[src/rtl/khash_pkg.sv]
// shared types and constants of the keyed word stream hash
`default_nettype none

package khash_pkg;

   // mixing constants
   localparam logic [63:0] HASH_M = 64'h880355f21e6d1965;
   localparam logic [63:0] HASH_F = 64'h2127599bf4325c37;
   localparam int MIX_SHIFT = 23;
   localparam int FIN_SHIFT = 47;

   // key length that selects the product hash
   localparam logic [15:0] PRODUCT_LEN = 16'd16;

   // bytes in one key word
   localparam logic [3:0] WORD_BYTES = 4'd8;

   // front to back queue
   localparam int QUEUE_DEPTH = 2;
   localparam int QUEUE_PTR_W = $clog2(QUEUE_DEPTH);

   // one unit of work for the back end
   typedef struct packed {
      logic        seed;     // reload running hash from key length
      logic        mix;      // mix word_a into running hash
      logic        fin;      // finalize and emit
      logic        prod;     // emit folded product of word_a and word_b
      logic [15:0] key_len;
      logic [63:0] word_a;
      logic [63:0] word_b;
   } op_type;

   // request to the shared multiplier
   typedef struct packed {
      logic        start;
      logic        full;     // 1: full 128-bit product, 0: low 64 bits only
      logic [63:0] a;
      logic [63:0] b;
   } mul_req_type;

endpackage

`default_nettype wire

[src/rtl/khash_front.sv]
// front end: accepts key words, tracks product mode and builds back-end work items
`default_nettype none

module khash_front (
   input  wire logic               clock,
   input  wire logic               reset,
   input  wire logic               req_valid,
   output logic                    req_ready,
   input  wire logic [63:0]        req_key_word,
   input  wire logic [3:0]         req_valid_bytes,
   input  wire logic [15:0]        req_key_length,
   input  wire logic               req_first_word,
   input  wire logic               req_last_word,
   output logic                    op_valid,
   input  wire logic               op_ready,
   output khash_pkg::op_type       op_data
);

   logic        product_mode_ff, product_mode_in;
   logic [63:0] held_ff, held_in;
   logic [3:0]  nbytes;
   logic [63:0] byte_mask;
   logic        accept;
   logic        needs_work;

   always_comb begin
      nbytes = (req_valid_bytes > khash_pkg::WORD_BYTES) ? khash_pkg::WORD_BYTES
                                                         : req_valid_bytes;
      for (int i = 0; i < 8; i++) begin
         byte_mask[i*8 +: 8] = (4'(i) < nbytes) ? 8'hff : 8'h00;
      end
   end

   // mode of this word: a first word decides it from the length
   always_comb begin
      product_mode_in = req_first_word ? (req_key_length == khash_pkg::PRODUCT_LEN)
                                       : product_mode_ff;
      held_in = held_ff;
      if (product_mode_in && (req_first_word || !req_last_word)) begin
         held_in = req_key_word;
      end
   end

   always_comb begin
      op_data = '0;
      op_data.key_len = req_key_length;
      if (product_mode_in) begin
         op_data.prod   = 1'b1;
         op_data.word_a = req_first_word ? req_key_word : held_ff;
         op_data.word_b = req_key_word;
         needs_work     = req_last_word;
      end else begin
         op_data.seed   = req_first_word;
         op_data.mix    = (nbytes != 4'd0);
         op_data.fin    = req_last_word;
         op_data.word_a = req_key_word & byte_mask;
         needs_work     = req_first_word || (nbytes != 4'd0) || req_last_word;
      end
   end

   assign req_ready = op_ready;
   assign op_valid  = req_valid && needs_work;
   assign accept    = req_valid && req_ready;

   always_ff @(posedge clock) begin
      if (reset) begin
         product_mode_ff <= 1'b0;
         held_ff         <= '0;
      end else if (accept) begin
         product_mode_ff <= product_mode_in;
         held_ff         <= held_in;
      end
   end

endmodule

`default_nettype wire

[src/rtl/khash_queue.sv]
// short work queue between front and back end
`default_nettype none

module khash_queue (
   input  wire logic               clock,
   input  wire logic               reset,
   input  wire logic               in_valid,
   output logic                    in_ready,
   input  wire khash_pkg::op_type  in_data,
   output logic                    out_valid,
   input  wire logic               out_ready,
   output khash_pkg::op_type       out_data
);

   khash_pkg::op_type                  entry_ff [khash_pkg::QUEUE_DEPTH];
   logic [khash_pkg::QUEUE_PTR_W-1:0]  wr_ptr_ff, wr_ptr_in;
   logic [khash_pkg::QUEUE_PTR_W-1:0]  rd_ptr_ff, rd_ptr_in;
   logic [khash_pkg::QUEUE_PTR_W:0]    count_ff, count_in;
   logic                               push, pop;

   assign in_ready  = (count_ff != (khash_pkg::QUEUE_PTR_W+1)'(khash_pkg::QUEUE_DEPTH));
   assign out_valid = (count_ff != '0);
   assign out_data  = entry_ff[rd_ptr_ff];
   assign push      = in_valid && in_ready;
   assign pop       = out_valid && out_ready;

   always_comb begin
      wr_ptr_in = push ? wr_ptr_ff + 1'b1 : wr_ptr_ff;
      rd_ptr_in = pop  ? rd_ptr_ff + 1'b1 : rd_ptr_ff;
      count_in  = count_ff;
      if (push && !pop) begin
         count_in = count_ff + 1'b1;
      end else if (pop && !push) begin
         count_in = count_ff - 1'b1;
      end
   end

   always_ff @(posedge clock) begin
      if (push) begin
         entry_ff[wr_ptr_ff] <= in_data;
      end
   end

   always_ff @(posedge clock) begin
      if (reset) begin
         wr_ptr_ff <= '0;
         rd_ptr_ff <= '0;
         count_ff  <= '0;
      end else begin
         wr_ptr_ff <= wr_ptr_in;
         rd_ptr_ff <= rd_ptr_in;
         count_ff  <= count_in;
      end
   end

`ifndef SYNTH
   a_count_bound: assert property (@(posedge clock) disable iff (reset)
      count_ff <= (khash_pkg::QUEUE_PTR_W+1)'(khash_pkg::QUEUE_DEPTH))
      else $error("queue count past depth");
   a_pop_nonempty: assert property (@(posedge clock) disable iff (reset)
      out_ready |-> out_valid)
      else $error("back end pops an empty queue");
`endif

endmodule

`default_nettype wire

[src/rtl/khash_mul.sv]
// iterative 64x64 multiplier built on one 32x32 multiplier
`default_nettype none

module khash_mul (
   input  wire logic                   clock,
   input  wire logic                   reset,
   input  wire khash_pkg::mul_req_type req,
   output logic                        done,
   output logic [127:0]                result
);

   logic [63:0]  a_ff, a_in;
   logic [63:0]  b_ff, b_in;
   logic         full_ff, full_in;
   logic         busy_ff, busy_in;
   logic [1:0]   step_ff, step_in;
   logic [63:0]  prod_ff, prod_in;
   logic [1:0]   pstep_ff, pstep_in;
   logic         pvalid_ff, pvalid_in;
   logic         plast_ff, plast_in;
   logic [127:0] acc_ff, acc_in;
   logic         done_ff, done_in;
   logic [31:0]  a_half, b_half;
   logic         last_step;
   logic [127:0] aligned;

   // partial order: a0*b0, a0*b1, a1*b0, a1*b1
   assign a_half    = step_ff[1] ? a_ff[63:32] : a_ff[31:0];
   assign b_half    = step_ff[0] ? b_ff[63:32] : b_ff[31:0];
   assign last_step = full_ff ? (step_ff == 2'd3) : (step_ff == 2'd2);

   always_comb begin
      case (pstep_ff)
         2'd0:    aligned = {64'd0, prod_ff};
         2'd3:    aligned = {prod_ff, 64'd0};
         default: aligned = {32'd0, prod_ff, 32'd0};
      endcase
   end

   always_comb begin
      a_in      = a_ff;
      b_in      = b_ff;
      full_in   = full_ff;
      busy_in   = busy_ff;
      step_in   = step_ff;
      acc_in    = acc_ff;
      prod_in   = 64'(a_half) * 64'(b_half);
      pstep_in  = step_ff;
      pvalid_in = busy_ff;
      plast_in  = busy_ff && last_step;
      done_in   = pvalid_ff && plast_ff;
      if (pvalid_ff) begin
         acc_in = acc_ff + aligned;
      end
      if (req.start) begin
         a_in    = req.a;
         b_in    = req.b;
         full_in = req.full;
         busy_in = 1'b1;
         step_in = 2'd0;
         acc_in  = '0;
      end else if (busy_ff) begin
         step_in = step_ff + 2'd1;
         if (last_step) begin
            busy_in = 1'b0;
         end
      end
   end

   always_ff @(posedge clock) begin
      a_ff     <= a_in;
      b_ff     <= b_in;
      full_ff  <= full_in;
      step_ff  <= step_in;
      prod_ff  <= prod_in;
      pstep_ff <= pstep_in;
      plast_ff <= plast_in;
      acc_ff   <= acc_in;
   end

   always_ff @(posedge clock) begin
      if (reset) begin
         busy_ff   <= 1'b0;
         pvalid_ff <= 1'b0;
         done_ff   <= 1'b0;
      end else begin
         busy_ff   <= busy_in;
         pvalid_ff <= pvalid_in;
         done_ff   <= done_in;
      end
   end

   assign done   = done_ff;
   assign result = acc_ff;

`ifndef SYNTH
   a_start_idle: assert property (@(posedge clock) disable iff (reset)
      req.start |-> (!busy_ff && !pvalid_ff))
      else $error("multiplier started while busy");
   a_done_pulse: assert property (@(posedge clock) disable iff (reset)
      done_ff |=> !done_ff)
      else $error("multiplier done held past one cycle");
`endif

endmodule

`default_nettype wire

[src/rtl/khash_back.sv]
// back end: sequences mixing, finalizer and product hash over the shared multiplier
`default_nettype none

module khash_back (
   input  wire logic               clock,
   input  wire logic               reset,
   input  wire logic               op_valid,
   output logic                    op_ready,
   input  wire khash_pkg::op_type  op_data,
   output logic                    rsp_valid,
   input  wire logic               rsp_ready,
   output logic [63:0]             rsp_hash_value
);

   typedef enum logic [7:0] {
      ST_IDLE = 8'b0000_0001,
      ST_NEXT = 8'b0000_0010,
      ST_SEED = 8'b0000_0100,
      ST_MIX1 = 8'b0000_1000,
      ST_MIX2 = 8'b0001_0000,
      ST_MIX3 = 8'b0010_0000,
      ST_FIN  = 8'b0100_0000,
      ST_PROD = 8'b1000_0000
   } state_type;

   state_type              state_ff, state_in;
   khash_pkg::op_type      op_ff, op_in;
   logic [63:0]            hash_ff, hash_in;
   logic [63:0]            rsp_hash_ff, rsp_hash_in;
   logic                   rsp_valid_ff, rsp_valid_in;
   logic                   out_pending_ff, out_pending_in;
   logic [63:0]            result_ff, result_in;
   khash_pkg::mul_req_type mul_req;
   logic                   mul_done;
   logic [127:0]           mul_result;
   logic [63:0]            mul_lo;
   logic                   out_free;

   khash_mul u_mul (
      .clock  (clock),
      .reset  (reset),
      .req    (mul_req),
      .done   (mul_done),
      .result (mul_result)
   );

   assign mul_lo   = mul_result[63:0];
   assign out_free = !rsp_valid_ff || rsp_ready;

   always_comb begin
      state_in       = state_ff;
      op_in          = op_ff;
      hash_in        = hash_ff;
      result_in      = result_ff;
      out_pending_in = out_pending_ff;
      rsp_valid_in   = rsp_valid_ff && !rsp_ready;
      rsp_hash_in    = rsp_hash_ff;
      mul_req        = '0;
      op_ready       = 1'b0;

      // a finished hash waits here until the output register frees up
      if (out_pending_ff && out_free) begin
         rsp_valid_in   = 1'b1;
         rsp_hash_in    = result_ff;
         out_pending_in = 1'b0;
      end

      unique case (state_ff)
         ST_IDLE: begin
            if (op_valid && !out_pending_ff) begin
               op_ready = 1'b1;
               op_in    = op_data;
               if (op_data.prod) begin
                  mul_req.start = 1'b1;
                  mul_req.full  = 1'b1;
                  mul_req.a     = op_data.word_a;
                  mul_req.b     = op_data.word_b;
                  state_in      = ST_PROD;
               end else begin
                  state_in = ST_NEXT;
               end
            end
         end
         ST_NEXT: begin
            mul_req.b = khash_pkg::HASH_M;
            if (op_ff.seed) begin
               mul_req.start = 1'b1;
               mul_req.a     = {48'd0, op_ff.key_len};
               op_in.seed    = 1'b0;
               state_in      = ST_SEED;
            end else if (op_ff.mix) begin
               mul_req.start = 1'b1;
               mul_req.a     = op_ff.word_a;
               op_in.mix     = 1'b0;
               state_in      = ST_MIX1;
            end else if (op_ff.fin) begin
               mul_req.start = 1'b1;
               mul_req.a     = hash_ff ^ (hash_ff >> khash_pkg::MIX_SHIFT);
               mul_req.b     = khash_pkg::HASH_F;
               op_in.fin     = 1'b0;
               state_in      = ST_FIN;
            end else begin
               state_in = ST_IDLE;
            end
         end
         ST_SEED: begin
            if (mul_done) begin
               hash_in  = mul_lo;
               state_in = ST_NEXT;
            end
         end
         ST_MIX1: begin
            // k ^= k >> 23, then second multiply
            if (mul_done) begin
               mul_req.start = 1'b1;
               mul_req.a     = mul_lo ^ (mul_lo >> khash_pkg::MIX_SHIFT);
               mul_req.b     = khash_pkg::HASH_M;
               state_in      = ST_MIX2;
            end
         end
         ST_MIX2: begin
            if (mul_done) begin
               mul_req.start = 1'b1;
               mul_req.a     = hash_ff ^ mul_lo;
               mul_req.b     = khash_pkg::HASH_M;
               state_in      = ST_MIX3;
            end
         end
         ST_MIX3: begin
            if (mul_done) begin
               hash_in  = mul_lo;
               state_in = ST_NEXT;
            end
         end
         ST_FIN: begin
            if (mul_done) begin
               result_in      = mul_lo ^ (mul_lo >> khash_pkg::FIN_SHIFT);
               out_pending_in = 1'b1;
               state_in       = ST_IDLE;
            end
         end
         ST_PROD: begin
            if (mul_done) begin
               result_in      = mul_result[63:0] ^ mul_result[127:64];
               out_pending_in = 1'b1;
               state_in       = ST_IDLE;
            end
         end
         default: begin
            state_in = ST_IDLE;
         end
      endcase
   end

   always_ff @(posedge clock) begin
      op_ff       <= op_in;
      result_ff   <= result_in;
      rsp_hash_ff <= rsp_hash_in;
   end

   always_ff @(posedge clock) begin
      if (reset) begin
         state_ff       <= ST_IDLE;
         hash_ff        <= '0;
         rsp_valid_ff   <= 1'b0;
         out_pending_ff <= 1'b0;
      end else begin
         state_ff       <= state_in;
         hash_ff        <= hash_in;
         rsp_valid_ff   <= rsp_valid_in;
         out_pending_ff <= out_pending_in;
      end
   end

   assign rsp_valid      = rsp_valid_ff;
   assign rsp_hash_value = rsp_hash_ff;

endmodule

`default_nettype wire

[src/rtl/keyed_word_stream_hash64.sv]
// top level of the keyed word stream hash (fasthash64 variant with 16-byte product hash)
`default_nettype none

// Hashes a key streamed as little-endian 64-bit words, one word per req_ transfer, and
// returns one 64-bit hash per rsp_ transfer when a word marked last completes a key.
// The first word of a key carries the total length: length 16 selects the product hash
// (low half XOR high half of the 128-bit product of the two words), any other length
// runs fasthash64 seeded with length times M, with each word masked to its valid bytes.
// A front end classifies each word and drops work items into a two-deep queue; a back
// end runs them through one shared 32x32 multiplier that builds each 64-bit product in
// three partial products (four for the full 128-bit product), registering each partial
// product before adding it into the accumulator. That multiplier sets the rate: a word
// that holds key bytes takes three multiplies, a first word one more for the seed and a
// last word one more for the finalizer; in a 16-byte key the first word costs nothing
// and the last one full multiply. Words with no bytes that are neither first nor last
// take no back-end time. A finished hash sits in an output register, so the back end
// keeps working while it waits to be taken (a second finished hash holds it until then),
// and the queue lets the front end take words while the back end is busy.

module keyed_word_stream_hash64 (
   input  wire logic        clock,
   input  wire logic        reset,
   // key word input
   input  wire logic        req_valid,
   output logic             req_ready,
   input  wire logic [63:0] req_key_word,
   input  wire logic [3:0]  req_valid_bytes,
   input  wire logic [15:0] req_key_length,
   input  wire logic        req_first_word,
   input  wire logic        req_last_word,
   // hash output
   output logic             rsp_valid,
   input  wire logic        rsp_ready,
   output logic [63:0]      rsp_hash_value
);

   // front end to queue
   logic              fq_valid, fq_ready;
   khash_pkg::op_type fq_data;
   // queue to back end
   logic              qb_valid, qb_ready;
   khash_pkg::op_type qb_data;

   // classify words, hold the first word of a product key
   khash_front u_front (
      .clock           (clock),
      .reset           (reset),
      .req_valid       (req_valid),
      .req_ready       (req_ready),
      .req_key_word    (req_key_word),
      .req_valid_bytes (req_valid_bytes),
      .req_key_length  (req_key_length),
      .req_first_word  (req_first_word),
      .req_last_word   (req_last_word),
      .op_valid        (fq_valid),
      .op_ready        (fq_ready),
      .op_data         (fq_data)
   );

   // decouples word intake from the multiply sequence
   khash_queue u_queue (
      .clock     (clock),
      .reset     (reset),
      .in_valid  (fq_valid),
      .in_ready  (fq_ready),
      .in_data   (fq_data),
      .out_valid (qb_valid),
      .out_ready (qb_ready),
      .out_data  (qb_data)
   );

   // seed, mix, finalize and product over the shared multiplier
   khash_back u_back (
      .clock          (clock),
      .reset          (reset),
      .op_valid       (qb_valid),
      .op_ready       (qb_ready),
      .op_data        (qb_data),
      .rsp_valid      (rsp_valid),
      .rsp_ready      (rsp_ready),
      .rsp_hash_value (rsp_hash_value)
   );

endmodule

`default_nettype wire
[config.mk]
export PLATFORM = sky130hd
export DESIGN_NAME = keyed_word_stream_hash64
export DESIGN_NICKNAME = d
export VERILOG_FILES = /design/src/rtl/khash_pkg.sv /design/src/rtl/khash_front.sv /design/src/rtl/khash_queue.sv /design/src/rtl/khash_mul.sv /design/src/rtl/khash_back.sv /design/src/rtl/keyed_word_stream_hash64.sv
export SDC_FILE = /design/constraint.sdc
export NUM_CORES = 2
export LEC_CHECK = 0
export BUFFER_PORTS_ARGS = -buffer_cell sky130_fd_sc_hd__buf_2
export CAP_MARGIN = 30
export CORE_MARGIN = 4
export CORE_UTILIZATION = 35
export CTS_CLUSTER_DIAMETER = 80
export DETAILED_ROUTE_END_ITERATION = 8
export HOLD_SLACK_MARGIN = 0.03
export PLACE_DENSITY = 0.48
export SLEW_MARGIN = 20
export SYNTH_ARGS = -nofsm -noshare
export SYNTH_HDL_FRONTEND = slang
export SYNTH_SLANG_ARGS = --single-unit
[constraint.sdc]
create_clock -name clock -period 12.5 [get_ports clock]
set_input_delay 1.25 -clock clock [delete_from_list [all_inputs] [get_ports clock]]
set_output_delay 1.25 -clock clock [all_outputs]
set_load 0.02 [all_outputs]
==> results.tsv <==
stage	metric	value	unit
floorplanning	pin_count	156	
worst_setup_path	max_stage_delay	910	ps
floorplanning	start_util	35.2	%
placed_design	dpl.hpwl	230	mm
floorplanning	die_x	484	microns
grt	antenna_found_initial	26	
clock_tree	clkTransAtPathRegs	70	ps
logic_synthesis	ys.warnings.count	0	
worst_setup_path	slowest_stage	dfxtp_4	
logic_synthesis	syn-cell-area	79400	sq um
finish	fin_nets	9298	
logic_synthesis	synth.distinct_cells	86	
clock_tree	cts_setup_buffers	0	
finish	final_common_cell	nand2_1	
sta	fin_setup_tns	0	ps
worst_setup_path	rr_endpoint	u_back.u_mul.prod_ff[63]	
finish	most-common-layout-cells	nand2_1 (967), inv_1 (939), nor2_1 (927), fa_1 (897), edfxtp_1 (636)	
grt	grtUsageTotal	25.9	%
routing	vias	60600	
clock_tree	cts_root_buf	clkbuf_16	
clock_tree	clock_path_buffers	3	
routing	drcViolationCount	0	
status	status	finished clean	
worst_setup_path	critPathMostFrequentCell	fa_1	
worst_setup_path	crit_fanout	49	
floorplanning	die_h	484	microns
sta	relSlewSlack	28.2	%
sta	final_hold_viol_count	0	
finish	drive_above_1_share	8.73	%
clock_tree	h-tree-depth	3	
routing	routed_wl	309	mm
floorplanning	row_count	174	
logic_synthesis	yosysSeqAreaShare	32.7	%
worst_setup_path	r2r_slack	2450	ps
clock_tree	hold_buffers	0	
finish	syn2layout_area_growth	9.55	%
worst_setup_path	critPathKind	reg2reg	
clock_tree	cts_tree	built	
placed_design	port_buffers	155	
logic_synthesis	synth.net_count	9409	
routing	via_per_inst	5.50	
grt	grt_overflow_total	0	
sta	clock.fmax	0.0995	GHz
sta	report.final.slew_viol_count	0	
grt	grt_pass1_wl	444	mm
grt	grt_pass1_vias	61200	
logic_synthesis	synth-async-reset-ratio	0	%
worst_setup_path	endpoint	u_back.u_mul.prod_ff[63]	
routing	drtPass1Iterations	6	
worst_setup_path	timing.rr.start	u_back.u_mul.pstep_in[0]	
logic_synthesis	synth-seq-cells	980	
grt	grt_start_max_net_pins	149	
worst_setup_path	cp-startpoint	u_back.u_mul.pstep_in[0]	
logic_synthesis	synthCells	8029	
logic_synthesis	avgSynthCellArea	9.89	sq um
sta	grt_setup_unrepaired	no	
sta	tightest_slew	1080	ps
sta	hold_slack	392	ps
clock_tree	post_cts_resized	0	
routing	antenna_left	0	
flow_run	drv_cap	0	
sta	setup_viol	0	
logic_synthesis	synthFlopType	edfxtp_1	
finish	ff_latch_area	26000	sq um
finish	fill_cells	22500	
worst_setup_path	cp-start-kind	flop	
worst_setup_path	critPathCaptureType	flop	
logic_synthesis	synth-edff-count	636	
finish	multi_input_area	48300	sq um
worst_setup_path	arrival	10650	ps
routing	detail_route.wl_per_cell	28.1	microns
clock_tree	insertion_delay	740	ps
sta	min_period	10050	ps
placed_design	place.gp.congestion	0.949	
routing	drtIter0Drc	5509	
sta	skew	48.7	ps
clock_tree	cts_made_buffers	103	
worst_setup_path	ff2ff_path_depth	29	
clock_tree	clock-sinks	980	
floorplanning	core_area	225000	sq um
floorplanning	die_area	235000	sq um
sta	period_share	80.4	%
worst_setup_path	worstPathRequired	13100	ps
hold_path	hold_path_class	reg2reg	
## how the worst min path moves through the flow
stage                                        start                   endpoint  slack, ps  cells past startpoint
after CTS                     u_back.result_ff[27]  u_back.rsp_hash_value[27]        400                      0
after detailed placement      u_back.result_ff[10]  u_back.rsp_hash_value[10]        400                      0
after global placement        u_back.result_ff[34]  u_back.rsp_hash_value[34]        400                      0
after global routing          u_back.result_ff[27]  u_back.rsp_hash_value[27]        400                      0
final                         u_back.result_ff[27]  u_back.rsp_hash_value[27]        390                      0
after floorplan           u_back.u_mul.pstep_in[1]   u_back.u_mul.pstep_ff[1]        330                      0
## Yosys cell counts, types with 102 or more instances
master	count	area, sq um
inv_1	942	3540
mux2i_1	225	2250
mux2_2	138	1550
and2_1	136	851
a21o_1	112	841
nand2_1	969	3640
xor2_1	102	893
fa_1	897	18000
nor2_1	929	3490
xnor2_1	194	1700
edfxtp_1	636	19100
o21ai_0	243	1220
ha_1	393	4920
a21oi_1	421	2110
clkbuf_1	466	1750
dfxtp_1	344	6890
a22o_1	126	1100
## flip-flops by register name, summed over array words and instances, names as in the netlist, 2 cells and up, named ones only
| name | cells |
|---|---|
| u_back.u_mul.result | 128 |
| u_back.u_mul.pstep_in | 2 |
| u_back.u_mul.a_ff | 64 |
| u_back.u_mul.b_ff | 64 |
| u_back.rsp_hash_value | 64 |
| u_back.state_ff | 8 |
| u_queue.count_ff | 2 |
| u_back.result_ff | 64 |
| u_back.op_ff | 83 |
| u_queue.entry_ff | 296 |
| u_back.u_mul.prod_ff | 64 |
| u_front.held_ff | 64 |
| u_back.hash_ff | 64 |
| u_back.u_mul.pstep_ff | 2 |
## cell families (layout without fill, tap and decap cells)
family                     after synthesis  after routing  share of synthesized area, %
adders and majority gates             1290           1290                          28.8
buffers and inverters                 1453           1432                          6.89
muxes                                  367            367                          4.85
and+or+nand+nor                       2324           2324                          12.3
xor gates and xnor gates               296            296                          3.26
DFF                                    980            980                          32.7
other                                    0             13                             0
AOI/OAI and AO/OA                     1319           1319                          11.2
## cell type report
| class | count | share of cell area (%) |
|---|---|---|
| multi-input cells | 5596 | 55.6 |
| flip-flops and latches | 980 | 29.9 |
| clock inverters | 50 | 0.590 |
| clock buffers | 145 | 3.34 |
| inverters | 943 | 4.08 |
| repair buffers | 294 | 2.20 |
| diodes | 13 | 0.0374 |
| well taps | 2992 | 4.30 |
## worst max-delay path: cells and delay by family, from the launching register on
kind | cells | cell delay (ps)
muxes | 1 | 830
AOI/OAI and AO/OA | 10 | 2530
buffers and inverters | 5 | 680
adders and majority gates | 9 | 4420
DFF | 1 | 910
and+or+nand+nor | 3 | 370
xor gates and xnor gates | 1 | 130
## stage by stage
stage          std cells  utilization, %  setup slack (ps)  instance area [sq um]
2_1_floorplan       8029               -              3100                  79400
3_3_place_gp       10800            37.0              2570                  83400
3_5_place_dp       10800            37.1              2500                  83500
4_1_cts            11000            38.6              2430                  86900
5_1_grt            11000            38.6              1920                  87000
6_report           11000            38.6              2450                  87000
## layer usage
layer | vias to the layer above | wire [microns] | share of wire (%) | track usage [%]
met5 | - | 44 | 0.014 | 0
met4 | 8 | 13300 | 4.3 | 9.86
met3 | 453 | 23100 | 7.5 | 4.71
met2 | 2419 | 138000 | 45 | 40.3
met1 | 31200 | 134000 | 43 | 36.0
li1 | 26500 | - | - | -
Power is left out: the tool's default activity adds up to more than one toggle a clock period on the data nets, which glitch-free logic cannot reach.
